**src/sv/ple_pkg.sv**
```systemverilog
// Shared types, codes and constants of the positional list engine.
`default_nettype none

package ple_pkg;

	// Sizes
	localparam int CAPACITY_DEF = 64;
	localparam int VAL_W        = 32;
	localparam int POS_W        = 8;
	localparam int OUT_W        = 7;
	localparam int GRP_W        = 8;   // match bits scanned per cycle

	// Request modes
	localparam logic [1:0] MODE_INS  = 2'd0;
	localparam logic [1:0] MODE_DEL  = 2'd1;
	localparam logic [1:0] MODE_SRCH = 2'd2;

	// Result status codes
	localparam logic [1:0] ST_OK      = 2'd0;
	localparam logic [1:0] ST_BAD_POS = 2'd1;
	localparam logic [1:0] ST_FULL    = 2'd2;
	localparam logic [1:0] ST_MISSING = 2'd3;

	// Request beat
	typedef struct packed {
		logic [1:0]              mode;
		logic signed [VAL_W-1:0] item_value;
		logic [POS_W-1:0]        position;
	} req_t;

	// Result beat
	typedef struct packed {
		logic [1:0]       status;
		logic [OUT_W-1:0] found_position;
		logic [OUT_W-1:0] entry_count;
	} rsp_t;

	// Command broadcast to every cell of the chain
	typedef struct packed {
		logic             ins;
		logic             del;
		logic [POS_W-1:0] pidx;   // zero-based target index
		logic [VAL_W-1:0] val;    // value to load or search key
		logic [POS_W-1:0] cnt;    // current entry count
	} cell_cmd_t;

	// Scanner status back to the controller
	typedef struct packed {
		logic             done;
		logic             found;
		logic [POS_W-1:0] where;  // one-based position of first match
	} scan_res_t;

endpackage

`default_nettype wire

```
**src/sv/ple_scan.sv**
```systemverilog
// First-match scanner: walks the registered match vector one group per cycle.
`default_nettype none

module ple_scan #(
	parameter int CAPACITY = ple_pkg::CAPACITY_DEF
) (
	input  logic                clk,
	input  logic                arst_n,
	input  logic                start,
	input  logic [CAPACITY-1:0] match,
	output ple_pkg::scan_res_t  res
);

	localparam int NGRP = (CAPACITY + ple_pkg::GRP_W - 1) / ple_pkg::GRP_W;
	localparam int VW   = NGRP * ple_pkg::GRP_W;

	logic [VW-1:0]                vec_q;
	logic [ple_pkg::POS_W-1:0]    base_q;
	logic                         busy_q;
	logic [ple_pkg::GRP_W-1:0]    low;
	logic [2:0]                   enc;
	logic                         hit;
	logic                         done;

	assign low = vec_q[ple_pkg::GRP_W-1:0];
	assign hit = |low;

	// Lowest set bit of the current group
	always_comb begin
		enc = 3'd0;
		for (int i = ple_pkg::GRP_W - 1; i >= 0; i--) begin
			if (low[i]) begin
				enc = 3'(i);
			end
		end
	end

	// Done on a hit, or when nothing is left to scan
	assign done = busy_q && (hit || !(|vec_q));

	always_ff @(posedge clk or negedge arst_n) begin
		if (!arst_n) begin
			busy_q <= 1'b0;
		end else if (start) begin
			busy_q <= 1'b1;
		end else if (done) begin
			busy_q <= 1'b0;
		end
	end

	// Vector shift and group base
	always_ff @(posedge clk) begin
		if (start) begin
			vec_q  <= VW'(match);
			base_q <= '0;
		end else if (busy_q && !done) begin
			vec_q  <= vec_q >> ple_pkg::GRP_W;
			base_q <= base_q + ple_pkg::POS_W'(ple_pkg::GRP_W);
		end
	end

	assign res.done  = done;
	assign res.found = hit;
	assign res.where = base_q + ple_pkg::POS_W'(enc) + ple_pkg::POS_W'(1);

endmodule

`default_nettype wire

```
**config.mk**
```make
export PLATFORM = sky130hd
export DESIGN_NAME = ple_scan
export DESIGN_NICKNAME = d
export VERILOG_FILES = /design/src/sv/ple_pkg.sv /design/src/sv/ple_scan.sv
export SDC_FILE = /design/constraint.sdc
export NUM_CORES = 1
export LEC_CHECK = 0
export BUFFER_PORTS_ARGS = -buffer_cell sky130_fd_sc_hd__buf_2
export CORE_MARGIN = 2
export CORE_UTILIZATION = 50
export CTS_CLUSTER_DIAMETER = 40
export DETAILED_ROUTE_END_ITERATION = 8
export GPL_TIMING_DRIVEN = 0
export MAX_ROUTING_LAYER = met4
export PLACE_DENSITY = 0.71
export REMOVE_ABC_BUFFERS = 1
export SYNTH_ARGS = -nofsm -noshare
export SYNTH_HDL_FRONTEND = slang
export SYNTH_SLANG_ARGS = --single-unit
```
**constraint.sdc**
```tcl
create_clock -name clk -period 8.4 [get_ports clk]
set_input_delay 0.42 -clock clk [delete_from_list [all_inputs] [get_ports clk]]
set_output_delay 0.42 -clock clk [all_outputs]
set_load 0.005 [all_outputs]
```
# After elaboration in Yosys (flattened, before gate mapping)
# Cells that the tools add are included.
[totals]
wordCells = 27
register_bits = 73
[op_classes]
reduce_logical = 9
mux = 12
add_sub_neg = 3
[op_table]
columns = ["cell", "count"]
rows = [
  ["2-to-1 mux 64 bit", 2],
  ["OR reduction 64 bit", 1],
  ["2-to-1 mux 3 bit", 8],
  ["adder 8 x 1 -> 8 bit (second input constant)", 1],
  ["adder 8 x 3 -> 8 bit", 1],
  ["adder 8 x 4 -> 8 bit (second input constant)", 1],
  ["OR reduction 8 bit", 1],
  ["nonzero test 2 bit", 2],
  ["logical AND 1 bit", 2],
  ["logical NOT 1 bit", 2],
  ["2-to-1 mux 1 bit", 2],
  ["logical OR 1 bit", 1],
]

# Logic depth before layout (Yosys ltp)
[logic_depth]
depth_word = 10
ltp_mapped = 9
ltp_nobuf = 9

# Least setup slack after synthesis
# No wires, ideal clock.
[synth_timing]
kind = "flip-flop to flip-flop"
start = "register vec_q[5]"
end = "register vec_q[0] (enable)"
t_required_ps = 7974
n_path_buf = 0
arrival_time_ps = 2619
path_slack_ps = 5355
period_less_slack_ps = 3045
stages_incl_launch_ff = 5
path_cell_list = "edfxtp_1 nor4_4 nand4_2 nor2_2 or2_1"
[synth_via]
elab_chain_len = 7
[synth_rtl]
columns = ["element", "line_no", "text"]
rows = [
  ["start: declaration", "ple_scan.sv:17", "logic [VW-1:0] vec_q;"],
  ["start signal: assignment", "ple_scan.sv:54", "vec_q <= VW'(match);"],
  ["start signal: assignment", "ple_scan.sv:57", "vec_q <= vec_q >> ple_pkg::GRP_W;"],
  ["OR reduction 64 bit", "ple_scan.sv:39", "assign done = busy_q && (hit || !(|vec_q));"],
  ["logical NOT 1 bit", "ple_scan.sv:39", ""],
  ["logical OR 1 bit *", "ple_scan.sv:39", ""],
  ["logical AND 1 bit *", "ple_scan.sv:39", ""],
  ["logical NOT 1 bit *", "ple_scan.sv:56", "end else if (busy_q && !done) begin"],
  ["logical AND 1 bit *", "ple_scan.sv:56", ""],
  ["nonzero test 2 bit (no source line) *", "-", ""],
]
# Mark *: on every way between the ends. The rest lies on a longest branch, timed or not.
# A chain may end at the register's enable or synchronous reset.

==> results.txt <==
----------------------------------------------------
[Logic synthesis]
  Cell area after synthesis ... 0.00330 mm^2
  Synthesized netlist cell count ... 216
  Flop and latch count out of synthesis ... 70
  Most instantiated flip-flop cell in the synthesis netlist ... sky130_fd_sc_hd__edfxtp_1
  Number of distinct library cell variants in the gate-level netlist after synthesis ... 36
  Number of enable flip-flop cells after synthesis ... 64
  Mean post-synth cell area ... roughly 15 um^2
  Post-synthesis sequential area ratio ... 62.0%
  Async set-or-reset flop fraction in the synthesized netlist ... 1.43%
  Synth Warn # ... 0

[Finish]
  Area Overhead vs Synth ... 18.8%
  Fraction of final layout cells with drive strength greater than 1 ... 52.2%
  Highest-count cells in the layout ignoring fill and taps ... 75 x sky130_fd_sc_hd__buf_2, 64 x sky130_fd_sc_hd__edfxtp_1, 56 x sky130_fd_sc_hd__mux2_2, 13 x sky130_fd_sc_hd__nor4_1, 9 x sky130_fd_sc_hd__clkbuf_8
  Number of antenna cells inserted ... 0
  Number of fill cells ... 511
  Layout net count ... 362
  Most common cell after layout, fill and taps aside ... sky130_fd_sc_hd__buf_2

[Setup path]
  Biggest fanout along the worst timing path ... 3
  Crit path required time ... 7.98 ns
  Category of the critical setup timing path ... reg2out
  Launch point of the critical path ... vec_q[7]
  Category of the worst setup path launch point ... flop
  Arr. time, crit path ... 2.22 ns
  Kind of capture point of the worst setup path ... output port
  FF-to-FF Start ... vec_q[63]

[Detailed routing]
  Detailed-route vias per instance ... about 5.4
  Final wirelength ... ~6000 um
  Pre-Repair DR Iteration Count ... 6
  Routed len/inst ... about 16 um
  Via count ... about 2000
  Number of DRC violations after detailed routing ... 0
  Final ANT Viol Nets ... 0
  Violation count after the first detailed-route iteration ... 122

[STA]
  Fmax ... 0.378 GHz
  Clock period minus worst slack ... ~2.6 ns
  Number of hold-slack violations in the final timing report ... 0
  Final TNS setup ... 0 ns
  Number of endpoints failing setup at the final stage ... 0
  Setup repair after global routing missed its margin ... no
  Final clock period utilization by the worst path ... 31.5%
  Rel. slew slack ... 43.1%
  Transition time at the pin with the least slew margin ... approximately 0.85 ns
  Worst Clk Skew ... 0.0106 ns
  Worst setup margin ... 5.76 ns
  Pins over their slew limit ... 0

[Global route]
  Overflow left after global routing ... 0
  Global-route wire length before repair ... 9400 um
  Overall track demand over capacity in global routing ... between 15 and 20%
  Largest net degree at the start of global routing ... 74
  Initial antenna violation count ... 0
  Vias in the first global route ... 1977

[Placed design]
  Pre-CTS setup slack ... 5.60 ns
  Hpwl dp ... 4130 um
  Port Buf Inserts ... 76
  Final Wtd Congestion ... approximately 0.86

[Pwr]
  Leakage power of the design ... between 0.001 and 0.0015 uW
  PD cells ... 189 mW/mm^2
  Max VDD drop ... 0.000148 V

[Worst hold path]
  Hold Startpoint ... match[56]
  Worst min path class ... in2reg

[Clocking]
  Worst-case clock buffer depth ... 2
  Clock Sink Count ... 70
  CTS tree ... done
  Root Buffer Master ... sky130_fd_sc_hd__clkbuf_8
  Post-CTS clock slew at the launch and capture registers of the worst setup and hold paths ... 0.07 ns
  Num CTS Buffers ... 9
  Latest clock arrival within the worst-skew pair ... ~0.34 ns
  Maximum level of the CTS H-tree ... 3
  Number of gates resized after CTS ... 0

[Die]
  Count of standard-cell rows ... 29
  DIE AREA ... 0.00727 mm^2
  Core area ... 0.00639 mm^2
  Effective utilization at floorplan ... about half
  Number of top-level pins ... between 70 and 80
  Height of the chip ... 85.3 um
  Die outline width ... 85.3 um

[Outcome]
  Status ... finished, final reports clean

[Job]
  Maximum Capacitance Violations ... 0

----------------------------------------------------
[logic make-up (layout without fill, tap and decap cells)]
group | Yosys count | in the layout | share of synthesized area, %
flip-flops | 70 | 70 | 62.0
buffers and inverters | 13 | 94 | 1.71
adder cells (fa/ha/maj) | 2 | 2 | 0.758
AND/OR/NAND/NOR | 55 | 55 | 11.1
XOR/XNOR | 6 | 6 | 1.59
AO/OA/AOI/OAI | 12 | 12 | 2.96
multiplexers | 58 | 58 | 19.9
[path summary, 6_finish.rpt]
path,to,slack [ns],cells past startpoint
min in group asynchronous,busy_q,0.39,2
max reg2reg,vec_q[58],5.81,5
min,vec_q[56],0.36,2
max,res[6],5.76,10
max in group asynchronous,busy_q,7.93,2
min reg2reg,base_q[7],0.50,2
[state kept, by name, indices dropped and copies added (netlist names)]
signal,count
busy_q,1
vec_q,64
base_q,5
[timing repair]
action                    in CTS  in global routing
buffers inserted               0                  0
hold buffers                   1                  0
hold endpoints to repair       1                  0
[where the power goes]
group | internal, uW | leakage [uW] | switching (uW)
logic | 38.2 | 0.000725 | 27.6
registers | 409 | 0.000684 | 14.0
clock network | 134 | 0.0000896 | 121
total | 581 | 0.00150 | 162
[worst max-delay path, cell delays in order, from the launching register on]
cell and delay (ns):
sky130_fd_sc_hd__edfxtp_1 0.44, sky130_fd_sc_hd__nor2b_1 0.16, sky130_fd_sc_hd__o21bai_1 0.27, sky130_fd_sc_hd__a21oi_1 0.12, sky130_fd_sc_hd__nor2_1 0.12, sky130_fd_sc_hd__nor2_1 0.06
sky130_fd_sc_hd__ha_1 0.22, sky130_fd_sc_hd__and3_1 0.19, sky130_fd_sc_hd__nand3_1 0.09, sky130_fd_sc_hd__xnor2_1 0.11, sky130_fd_sc_hd__buf_2 0.12
[layer usage]
metal  GRT usage [%]  up-vias  share of wire (%)
met5               -        -                  0
met4            9.09        0                2.8
met3            3.11       13                3.8
met2            28.2       59                 50
met1            22.1      951                 44
li1                -     1001                  -
[cells in the mapped netlist, types with 2 or more instances]
cell | number | area (um^2)
sky130_fd_sc_hd__nor4_4 | 2 | 42.5
sky130_fd_sc_hd__ha_1 | 2 | 25.0
sky130_fd_sc_hd__edfxtp_1 | 64 | 1920
sky130_fd_sc_hd__xnor2_1 | 3 | 26.3
sky130_fd_sc_hd__nand4_1 | 4 | 25.0
sky130_fd_sc_hd__dfxtp_1 | 5 | 100
sky130_fd_sc_hd__nand2b_1 | 2 | 12.5
sky130_fd_sc_hd__nor2_1 | 7 | 26.3
sky130_fd_sc_hd__or2_1 | 2 | 12.5
sky130_fd_sc_hd__inv_1 | 2 | 7.51
sky130_fd_sc_hd__nor2b_1 | 2 | 12.5
sky130_fd_sc_hd__xor2_1 | 3 | 26.3
sky130_fd_sc_hd__clkbuf_1 | 9 | 33.8
sky130_fd_sc_hd__nor4_1 | 13 | 81.3
sky130_fd_sc_hd__nand3_1 | 4 | 20.0
sky130_fd_sc_hd__a21oi_1 | 4 | 20.0
sky130_fd_sc_hd__or4_1 | 3 | 22.5
sky130_fd_sc_hd__nand2_1 | 2 | 7.51
sky130_fd_sc_hd__buf_4 | 2 | 15.0
sky130_fd_sc_hd__o31ai_1 | 3 | 22.5
sky130_fd_sc_hd__and2_1 | 8 | 50.1
sky130_fd_sc_hd__mux2_2 | 56 | 631
[area by class of cell]
type	instances	area, um^2	share of cell area (%)
Sequential cell	70	2050	52.2
Multi-Input combinational cell	133	1200	30.6
Timing Repair Buffer	77	393	10.0
Clock buffer	10	128	3.25
Tap cell	77	96.3	2.46
Clock inverter	5	51.3	1.31
Inverter	2	7.51	0.191
[per-stage QoR]
stage	hold WS, ns	instances	utilization, %	instance area, um^2	power, uW
CTS	0.355	374	61.4	3920	748
detailed placement	0.196	358	58.4	3730	497
floorplan	0.124	205	-	3250	464
finish	0.364	374	61.4	3920	743
global placement	0.197	358	58.4	3730	496
global route	0.354	374	61.4	3920	774
Note: power is estimated with default switching activity, not from simulation.
