--- src/sv/ple_pkg.sv ---
// Shared types, codes and constants of the positional list engine.
`default_nettype none

package ple_pkg;

	// Sizes
	localparam int CAPACITY_DEF = 64;
	localparam int VAL_W        = 32;
	localparam int POS_W        = 8;
	localparam int OUT_W        = 7;
	localparam int GRP_W        = 8;   // match bits scanned per cycle

	// Request modes
	localparam logic [1:0] MODE_INS  = 2'd0;
	localparam logic [1:0] MODE_DEL  = 2'd1;
	localparam logic [1:0] MODE_SRCH = 2'd2;

	// Result status codes
	localparam logic [1:0] ST_OK      = 2'd0;
	localparam logic [1:0] ST_BAD_POS = 2'd1;
	localparam logic [1:0] ST_FULL    = 2'd2;
	localparam logic [1:0] ST_MISSING = 2'd3;

	// Request beat
	typedef struct packed {
		logic [1:0]              mode;
		logic signed [VAL_W-1:0] item_value;
		logic [POS_W-1:0]        position;
	} req_t;

	// Result beat
	typedef struct packed {
		logic [1:0]       status;
		logic [OUT_W-1:0] found_position;
		logic [OUT_W-1:0] entry_count;
	} rsp_t;

	// Command broadcast to every cell of the chain
	typedef struct packed {
		logic             ins;
		logic             del;
		logic [POS_W-1:0] pidx;   // zero-based target index
		logic [VAL_W-1:0] val;    // value to load or search key
		logic [POS_W-1:0] cnt;    // current entry count
	} cell_cmd_t;

	// Scanner status back to the controller
	typedef struct packed {
		logic             done;
		logic             found;
		logic [POS_W-1:0] where;  // one-based position of first match
	} scan_res_t;

endpackage

`default_nettype wire

--- src/sv/ple_cell.sv ---
// One list cell: holds one entry, shifts from its neighbors, compares to the key.
`default_nettype none

module ple_cell #(
	parameter int IDX = 0
) (
	input  logic                          clk,
	input  ple_pkg::cell_cmd_t            cmd,
	input  logic [ple_pkg::VAL_W-1:0]     left,
	input  logic [ple_pkg::VAL_W-1:0]     right,
	output logic [ple_pkg::VAL_W-1:0]     value,
	output logic                          match
);

	localparam logic [ple_pkg::POS_W-1:0] IDX_P = ple_pkg::POS_W'(IDX);

	logic [ple_pkg::VAL_W-1:0] value_q;

	// Insert: load at target, take left neighbor above it.
	// Delete: take right neighbor from target upward.
	always_ff @(posedge clk) begin
		if (cmd.ins && (IDX_P >= cmd.pidx)) begin
			value_q <= (IDX_P == cmd.pidx) ? cmd.val : left;
		end else if (cmd.del && (IDX_P >= cmd.pidx)) begin
			value_q <= right;
		end
	end

	assign value = value_q;

	// Only occupied cells can match
	assign match = (value_q == cmd.val) && (IDX_P < cmd.cnt);

endmodule

`default_nettype wire

--- config.mk ---
export PLATFORM = sky130hd
export DESIGN_NAME = ple_cell
export DESIGN_NICKNAME = d
export VERILOG_FILES = /design/src/sv/ple_pkg.sv /design/src/sv/ple_cell.sv
export SDC_FILE = /design/constraint.sdc
export NUM_CORES = 1
export LEC_CHECK = 0
export BUFFER_PORTS_ARGS = -buffer_cell sky130_fd_sc_hd__buf_4
export CAP_MARGIN = 25
export CORE_UTILIZATION = 43
export CTS_CLUSTER_DIAMETER = 40
export DETAILED_ROUTE_END_ITERATION = 7
export HOLD_SLACK_MARGIN = 0.02
export PLACE_DENSITY = 0.9
export SLEW_MARGIN = 10
export SYNTH_ARGS = -nofsm -noshare
export SYNTH_HDL_FRONTEND = slang
export SYNTH_SLANG_ARGS = --single-unit
--- constraint.sdc ---
create_clock -name clk -period 3.9 [get_ports clk]
set_input_delay 0.78 -clock clk [delete_from_list [all_inputs] [get_ports clk]]
set_output_delay 0.78 -clock clk [all_outputs]
set_load 0.03 [all_outputs]
**Word level (Yosys, flattened, before mapping)**

Cells that the tools add are included.

- Register bits after elaboration: 32
- Output and inout bits: 33

- Reduce and logical (&&, ||, !) cells: 5
- Multiplexer cells: 3
- $lt $le $gt $ge: 2
- Equality and inequality tests: 1

Operators by type and width:

| cell | number |
|---|---|
| $mux 32 | 3 |
| $eq 32x32->1 | 1 |
| $ge 1x8->1 const A | 1 |
| $logic_not 8->1 | 1 |
| $lt 1x8->1 const A | 1 |
| $logic_and 1x1->1 | 3 |
| $reduce_bool 2->1 | 1 |

**Longest topological paths before layout**

Gate-level depths: netlist of the first run.

- Depth in word-level cells: 4
- Mapped depth: 4

**Least setup slack after synthesis of the first run**

Ideal clock, no wire load.

- Path kind: input to output
- From: in cmd[39] (netlist name)
- To: out match
- Path buffers: 0
- Arrival: 2863 ps
- Path slack: 257 ps
- Stages on the path: 4
- Cell sequence: xor2_1 > nor4_1 > nand3_1 > a2111oi_0

- Cells in the longest elaborated chain, start to end: 2

Ends and longest elaborated chain:

| item | line | RTL |
|---|---|---|
| start: declaration | ple_cell.sv:8 | `input ple_pkg::cell_cmd_t cmd,` |
| $eq 32x32->1 | ple_cell.sv:32 | `assign match = (value_q == cmd.val) && (IDX_P < cmd.cnt);` |
| $logic_and 1x1->1 | ple_cell.sv:32 |  |
| end: declaration | ple_cell.sv:12 | `output logic match` |

Every way passes these cells.

**Worst setup path in the final report of the first run**

- From: in cmd[35] (netlist name)
- To: out match

The elaborated chain is that of the path after synthesis.

==> metrics list, run 1 <==
* Outcome: complete, no violations
- For this design the static power due to leakage is 0.00134 uW.
- Across every metal layer, demand over resource in global routing totals between 15 and 20%.
- Counting the fill cells in the layout gives 282.
* Overflow left after global routing: 0
- The number of nets in the synthesized netlist is around 230.
- Number of CTS-inserted buffers: 5
- Area growth from synthesis to layout: 52.8%
* First-pass GRT wire length: 6.38 mm
* Vias in the first global route: around 1,500
* Non-Filler Instances: ~290
* Avg WL per Cell: roughly 16 um
* Power share of the clock group: 32.7%
- Path type of the worst min-delay path: primary input to register
- Flip-flop and latch count after synthesis: 32
- Routed via count divided by cell count: 4.92
* Cell count after synthesis: approximately 120
* Sinks on the clock net: 32
- Final worst path period need: 3.02 ns
- Max-Cap Viols: 0
- Pins Over Slew Limit: 0
- Count of port buffers added during placement: 115
- After the last flow step, the layout net total stands at about 350.
* Power density relative to cell area: between 200 and 300 nW/um^2
- Worst-case vdd ir drop: around 0.2 mV
- Setup violations remaining at the end of the flow were counted as 0.
- Starting density of the core: 45.9%
* Number of buffers added to fix hold violations after cts: 0
- Per report_power, the sequential group accounts for between 50% and 60% of the total.
- TritonCTS built the clock tree.
- Placement row count: 23
- Least-Margin Pin Slew: 0.583 ns
* Cell area after technology mapping: between 1500 and 2000 um^2
- Portion of the clock cycle consumed by the worst path in the final layout: 77.6%
- In this run the remaining antenna-violating nets after routing total 0.
- Post-CTS clock slew at the launch and capture registers of the worst setup and hold paths: approximately 0.070 ns
* H-tree levels: 2
* Remaining design rule violation count: 0
* Core ar.: a little over 4000 um^2
- Share of post-route cells with drive strength above 1: between 60 and 70%
* DRT iter0 DRCs: 39
- Largest register FFs: 32
- STA classifies the critical path startpoint as a primary input.
* Total instance count after detailed placement: 280
- STA puts the critical path data required time at approximately 3.1 ns.
- Routability cong.: between 0.6 and 0.7
* Floorplan die height: 68.0 um
* Final Routed Wirelength: between 4 and 5 mm
* Chip Width: 68.0 um
- Net switching fraction of the power: 21.1%
* Cell Int Power: ~580 uW
* CTS Root Buffer Type: sky130_fd_sc_hd__clkbuf_8
- # diodes: 0
- Along the worst path, the maximum fanout reaches 2.
- For the worst setup path, the data arrival time is 2.24 ns.
* Power spent charging and discharging nets: 156 uW
* Nature of the critical path endpoint: output port
- Largest net degree at the start of global routing: 33
- Pin placement for this block handled around 150 I/O pins.
- The die covers around 4600 um^2.
- Timing would allow up to around 330 MHz.
- The first detailed-routing pass took 4 iterations.
* Via count of the routed design: 1,418
* Fraction of post-synthesis cell area in the top cell type by area: between 50 and 60%
- Synth top area cells: sky130_fd_sc_hd__edfxtp_1, sky130_fd_sc_hd__mux2_4, sky130_fd_sc_hd__xor2_1
- Final design utilization: approximately 70%
- Crit Path Class: primary input to output port
* Unrepaired setup endpoints after global routing: false
- Resized Gates After CTS: 0
- Logic pwr share: 16.0%
* Number of cells on the worst hold path: 2
- Summing the sequential cell areas from Yosys gives about half of the chip area.
* Setup TNS after final layout: 0 ns
- Detailed placement HPWL: 3.60 mm
* Total setup buffers inserted after CTS: 0
* Warning count from the yosys run: 0
- Initial antenna violation count: 0
- Area leader, netlist: sky130_fd_sc_hd__edfxtp_1
- The final hold violation count was 0.
- Mean instance size in the synthesized netlist: 16.2 um^2
- The number of different library cells used by synthesis comes to 13.
- No sink is reached through more buffers than the 2 on the longest clock path.
* Worst slew margin: between 60% and 70%
metrics by stage:
| step | setup WS [ns] | instance area (um^2) | total power, uW | hold slack (ns) |
|---|---|---|---|---|
| floorplan | 0.257 | 1880 | 429 | 0.997 |
| global placement | 0.857 | 2780 | 503 | 1.08 |
| detailed placement | 0.843 | 2780 | 507 | 1.08 |
| CTS | 0.830 | 2870 | 747 | 0.790 |
| global route | 0.733 | 2870 | 774 | 0.779 |
| finish | 0.876 | 2870 | 740 | 0.794 |
worst max-delay path, cell delays in order:
cell and delay [ns]:
sky130_fd_sc_hd__buf_4 0.12, sky130_fd_sc_hd__xor2_1 0.15, sky130_fd_sc_hd__nor4_1 0.40, sky130_fd_sc_hd__nand4_1 0.18, sky130_fd_sc_hd__a2111oi_0 0.38, sky130_fd_sc_hd__buf_4 0.23
worst paths after layout:
check                     start   endpoint
worst max-delay path    cmd[35]      match
worst min-delay path  right[11]  value[11]
cells in the mapped netlist:
cell type,instances
sky130_fd_sc_hd__buf_6,3
sky130_fd_sc_hd__nor4_1,9
sky130_fd_sc_hd__mux2_2,2
sky130_fd_sc_hd__mux2_4,30
sky130_fd_sc_hd__nand3_2,1
sky130_fd_sc_hd__o211a_1,1
sky130_fd_sc_hd__nand3_1,1
sky130_fd_sc_hd__xor2_1,28
sky130_fd_sc_hd__edfxtp_1,32
sky130_fd_sc_hd__xnor2_1,4
sky130_fd_sc_hd__nand4_1,2
sky130_fd_sc_hd__nor4_2,2
sky130_fd_sc_hd__a2111oi_0,1
layout make-up:
| type | instances | area [um^2] | share of cell area (%) |
|---|---|---|---|
| sequential | 32 | 961 | 33.5 |
| clock inverter | 3 | 13.8 | 0.480 |
| tap | 50 | 62.6 | 2.18 |
| timing repair buffer | 117 | 878 | 30.7 |
| clock buffer | 5 | 68.8 | 2.40 |
| multi-input combinational | 81 | 881 | 30.7 |
layout by cell type, fill, tap and decap left out, types with 2 or more instances in the layout:
| cell | instances |
|---|---|
| sky130_fd_sc_hd__buf_4 | 117 |
| sky130_fd_sc_hd__edfxtp_1 | 32 |
| sky130_fd_sc_hd__mux2_4 | 30 |
| sky130_fd_sc_hd__xor2_1 | 28 |
| sky130_fd_sc_hd__nor4_1 | 9 |
| sky130_fd_sc_hd__clkbuf_8 | 5 |
| sky130_fd_sc_hd__xnor2_1 | 4 |
| sky130_fd_sc_hd__nor4_2 | 2 |
| sky130_fd_sc_hd__mux2_2 | 2 |
| sky130_fd_sc_hd__nand4_1 | 2 |
| sky130_fd_sc_hd__clkinv_2 | 2 |
power by group through the flow:
stage / clock network (uW) / logic [uW] / registers (uW)
2_1_floorplan: 0 / 39.4 / 389
3_3_place_gp: 0 / 116 / 387
3_5_place_dp: 0 / 120 / 387
4_1_cts: 247 / 120 / 380
5_1_grt: 267 / 127 / 380
6_report: 242 / 118 / 380
logic make-up after synthesis:
kind of cell,count (synthesis),synth area share (%)
xor gates and xnor gates,32,14.9
muxes,32,25.2
DFF,32,51.2
and+or+nand+nor,15,5.80
buffers and inverters,3,1.80
AOI/OAI and AO/OA,2,1.00
layer usage:
| metal | global-route usage (%) | wire length (um) |
|---|---|---|
| met1 | 21.0 | 1700 |
| met2 | 34.3 | 2380 |
| met3 | 9.83 | 396 |
| met4 | 5.47 | 31 |
| met5 | 0 | 0 |
Power figures use the tool's default switching activity.
==> inputs of run 2 (changes only) <==
Settings changed: ABC_AREA set to 1, CORE_UTILIZATION 43 to 37, PLACE_DENSITY 0.9 to 0.8.
Clock period 3.9 ns to 2.6 ns, I/O delays scaled along.
==> run 2 against run 1 <==
- combinational power increased by 64%
- die area grew 28%
- setup slack worse by 0.36 ns
- first-iteration DRC count increased by 120%
- count of clock-buffer cells in the layout grew 2
- cell count grew 58%
- clock power grew 48%
- flip-flop and latch count stayed put
- utilization decreased by 12 points
- largest cell class unchanged
==> metrics list, run 2 <==
- The register with the most flip-flops in the layout has 32 of them.
* Worst-case vdd ir drop: between 0.2 and 0.25 mV
- For this run, the number of Yosys warnings is 0.
- The die is roughly 77 um tall.
- The number of antenna violations at the first check in global routing is 0.
- The repair_antennas step left the layout with diodes totalling 0.
- CP Data Arrival Time: around 1.6 ns
- Main flop type after synthesis: sky130_fd_sc_hd__edfxtp_1
* Most numerous cell types in the synthesized netlist: sky130_fd_sc_hd__nand2_1, sky130_fd_sc_hd__inv_1, sky130_fd_sc_hd__edfxtp_1
* CTS tree: done
* Worst slew margin: roughly 80%
- Synthesis produced a netlist whose cell count is 267.
- Summed over all cells, the static leakage comes to 0.00159 uW.
- Across all layers, the routed design uses around 2,100 vias.
- Number of failing hold endpoints at the final stage: 0
- A synthesized cell averages 7.80 um^2.
- Before antenna repair, the detailed router went through 4 iterations.
* Unrepaired setup endpoints after global routing: false
- Net Count, Synth: 382
- For this run the aggregate overflow at the end of global routing stands at 0.
* Count of port buffers added during placement: roughly 120
* Number of nets in the layout: 500
- After detailed routing, the average wire length per cell comes to about 12 um.
- Routed via count divided by cell count: between 4 and 5
* Power density relative to cell area: around 360 nW/um^2
* Crit Path Max Fanout: 3
* Number of buffers added to fix hold violations after cts: 0
* Cell with the most instances after synthesis: sky130_fd_sc_hd__nand2_1
- In the final layout, the share of cells above drive strength 1 is a little under two fifths.
- Critical path launch point type: register
- Fraction of post-synthesis cell area in the top cell type by area: a little under half
* DRT iter0 DRCs: 84
- Synthesized-area fraction occupied by ao, oa, aoi and oai cells: 10.5%
- Share of async-settable or async-resettable flops after synthesis: 0%
- For this run, the total global-route usage over all layers was measured as 18.2%.
- Most frequent standard cell in the layout excluding fill and tap cells: sky130_fd_sc_hd__buf_4
- STA classifies the critical path endpoint as an output port.
- Portion of the clock cycle consumed by the worst path in the final layout: between 80% and 90%
- The cell sitting at the root of the clock tree is a sky130_fd_sc_hd__clkbuf_8.
* Total power: roughly 1100 uW
- The final max-slew violation count came to 0.
- After Yosys synthesis, XOR and XNOR cells account for 4.21% of the synthesized area.
* Total setup buffers inserted after CTS: 0
- Routability cong.: about 0.74
* Post-CTS clock slew at the launch and capture registers of the worst setup and hold paths: 0.07 ns
* Final setup violating endpoints: 0
* Worst endpoint required time: 2.08 ns
* Vias in the first global route: 1,948
- In the routed design, unresolved DRC markers number 0.
* Commonest cells after routing, fill and taps aside: sky130_fd_sc_hd__buf_4, sky130_fd_sc_hd__nand2_1, sky130_fd_sc_hd__inv_1
- The H-tree was split into 2 levels.
- Of all cell types, the one taking the most synthesized area is sky130_fd_sc_hd__edfxtp_1.
- The clock passes through at most 2 buffers.
- Resized Gates After CTS: 0
- Die area: between 5000 and 6000 um^2
- Combinational family with the most area after synthesis: simple AND/OR/NAND/NOR gates
- Placement row count: 26
- Core ar.: between 5000 and 6000 um^2
- Sequential elements use between 40 and 50% of the synthesized area.
- Max-cap violations in this run came to 0.
- After Yosys synthesis, full adders, half adders and majority gates account for 0% of the synthesized area.
- For this configuration, the core starts out at a cell density of between 30% and 40%.
- For the pin with the worst max-slew slack, the measured transition is between 0.3 and 0.4 ns.
- Outcome: complete, no violations
* Crit Path Class: register to output port
- Clock tree synthesis inserted a total of 5 buffers.
- Final design utilization: between 50% and 60%
* Flip-flop and latch count after synthesis: 32
* Chip Width: 77.0 um
- Final worst path period need: ~2.1 ns
- The detail route stage leaves a number of antenna-violating nets equal to 0.
- Derived from the worst setup path, the maximum achievable clock frequency is between 400 and 500 MHz.
- First-pass GRT wire length: 8.53 mm
- Sorting the synthesized cells by area gives the leading types as sky130_fd_sc_hd__edfxtp_1, sky130_fd_sc_hd__nand2_1, sky130_fd_sc_hd__o21ai_2.
- Post-synth EDFFs: 32
- Final Routed Wirelength: ~5.3 mm
- The mapped netlist covers 2080 um^2.
- Largest net degree at the start of global routing: 35
- After synthesis, the netlist uses 14 different library cells.
- CTS saw 32 sinks.
- The HPWL after detailed placement is 4.20 mm.
- Measured against the total synthesized area, the mux share comes to 0%.
- Top-level port count: ~150
- In the final timing run, aggregate negative setup slack is 0 ns.
- Path type of the worst min-delay path: primary input to register
- Area growth from synthesis to layout: 48.0%
- Of the total synthesized cell area, the portion taken by AND, OR, NAND and NOR gates is between 20% and 30%.
-- run 2: cell types whose count changed after synthesis, moves of 2 or more --
| cell | change |
|---|---|
| sky130_fd_sc_hd__mux2_4 | -30 |
| sky130_fd_sc_hd__inv_1 | +37 |
| sky130_fd_sc_hd__nor2_1 | +26 |
| sky130_fd_sc_hd__mux2_2 | -2 |
| sky130_fd_sc_hd__nand4_1 | -2 |
| sky130_fd_sc_hd__xnor2_1 | +6 |
| sky130_fd_sc_hd__nand2_1 | +111 |
| sky130_fd_sc_hd__nand3_1 | +12 |
| sky130_fd_sc_hd__nor4_1 | -9 |
| sky130_fd_sc_hd__nor4_2 | -2 |
| sky130_fd_sc_hd__o21ai_2 | +21 |
| sky130_fd_sc_hd__xor2_1 | -28 |
| sky130_fd_sc_hd__buf_6 | +2 |
| sky130_fd_sc_hd__o21ai_0 | +7 |
-- run 2: final cells by class --
cell class                      count  area (um^2)
Timing Repair Buffer              118          898
Sequential cell                    32          961
Inverter                           37          139
Clock inverter                      1         3.75
Multi-Input combinational cell    191          915
Fill cell                         498         2190
Tap cell                           70         87.6
Clock buffer                        7         76.3
-- run 2: metrics by stage --
stage	hold slack [ns]	worst slack, ns	area, um^2	cells
after global routing	0.508	0.313	3080	456
after CTS	0.498	0.486	3080	456
after global placement	0.788	0.462	3000	448
final	0.508	0.513	3080	456
after floorplan	0.699	0.420	2080	267
after detailed placement	0.789	0.460	3000	448
-- run 2: routing by layer --
metal | GRT usage (%) | routed length, um
met5 | 0 | 0
met4 | 4.53 | 38
met1 | 22.7 | 2200
met2 | 30.4 | 2560
met3 | 5.83 | 463
-- run 2: worst paths after layout --
check      start  cells after the start   endpoint
min    right[11]                      3  value[11]
max    value[29]                      8      match
-- run 2: critical path, stage by stage (launching register included) --
cell and delay (ns):
sky130_fd_sc_hd__edfxtp_1 0.38, sky130_fd_sc_hd__inv_1 0.05, sky130_fd_sc_hd__nand2_1 0.05, sky130_fd_sc_hd__o21ai_0 0.06, sky130_fd_sc_hd__or2_2 0.31, sky130_fd_sc_hd__nor2_1 0.10, sky130_fd_sc_hd__nand3_1 0.07, sky130_fd_sc_hd__nor2_1 0.11
sky130_fd_sc_hd__buf_4 0.17
-- run 2: power breakdown --
| group | total [uW] | switching [uW] | internal [uW] |
|---|---|---|---|
| Clock | 357 | 171 | 186 |
| Combinational | 193 | 79.3 | 114 |
| Sequential | 571 | 1.44 | 570 |
| Total | 1120 | 252 | 870 |
-- run 2: kinds of logic (layout without fill, tap and decap cells) --
family,count (synthesis),in the layout
compound gates,28,28
xor+xnor,10,10
buf+inv,44,163
flops,32,32
simple gates,153,153
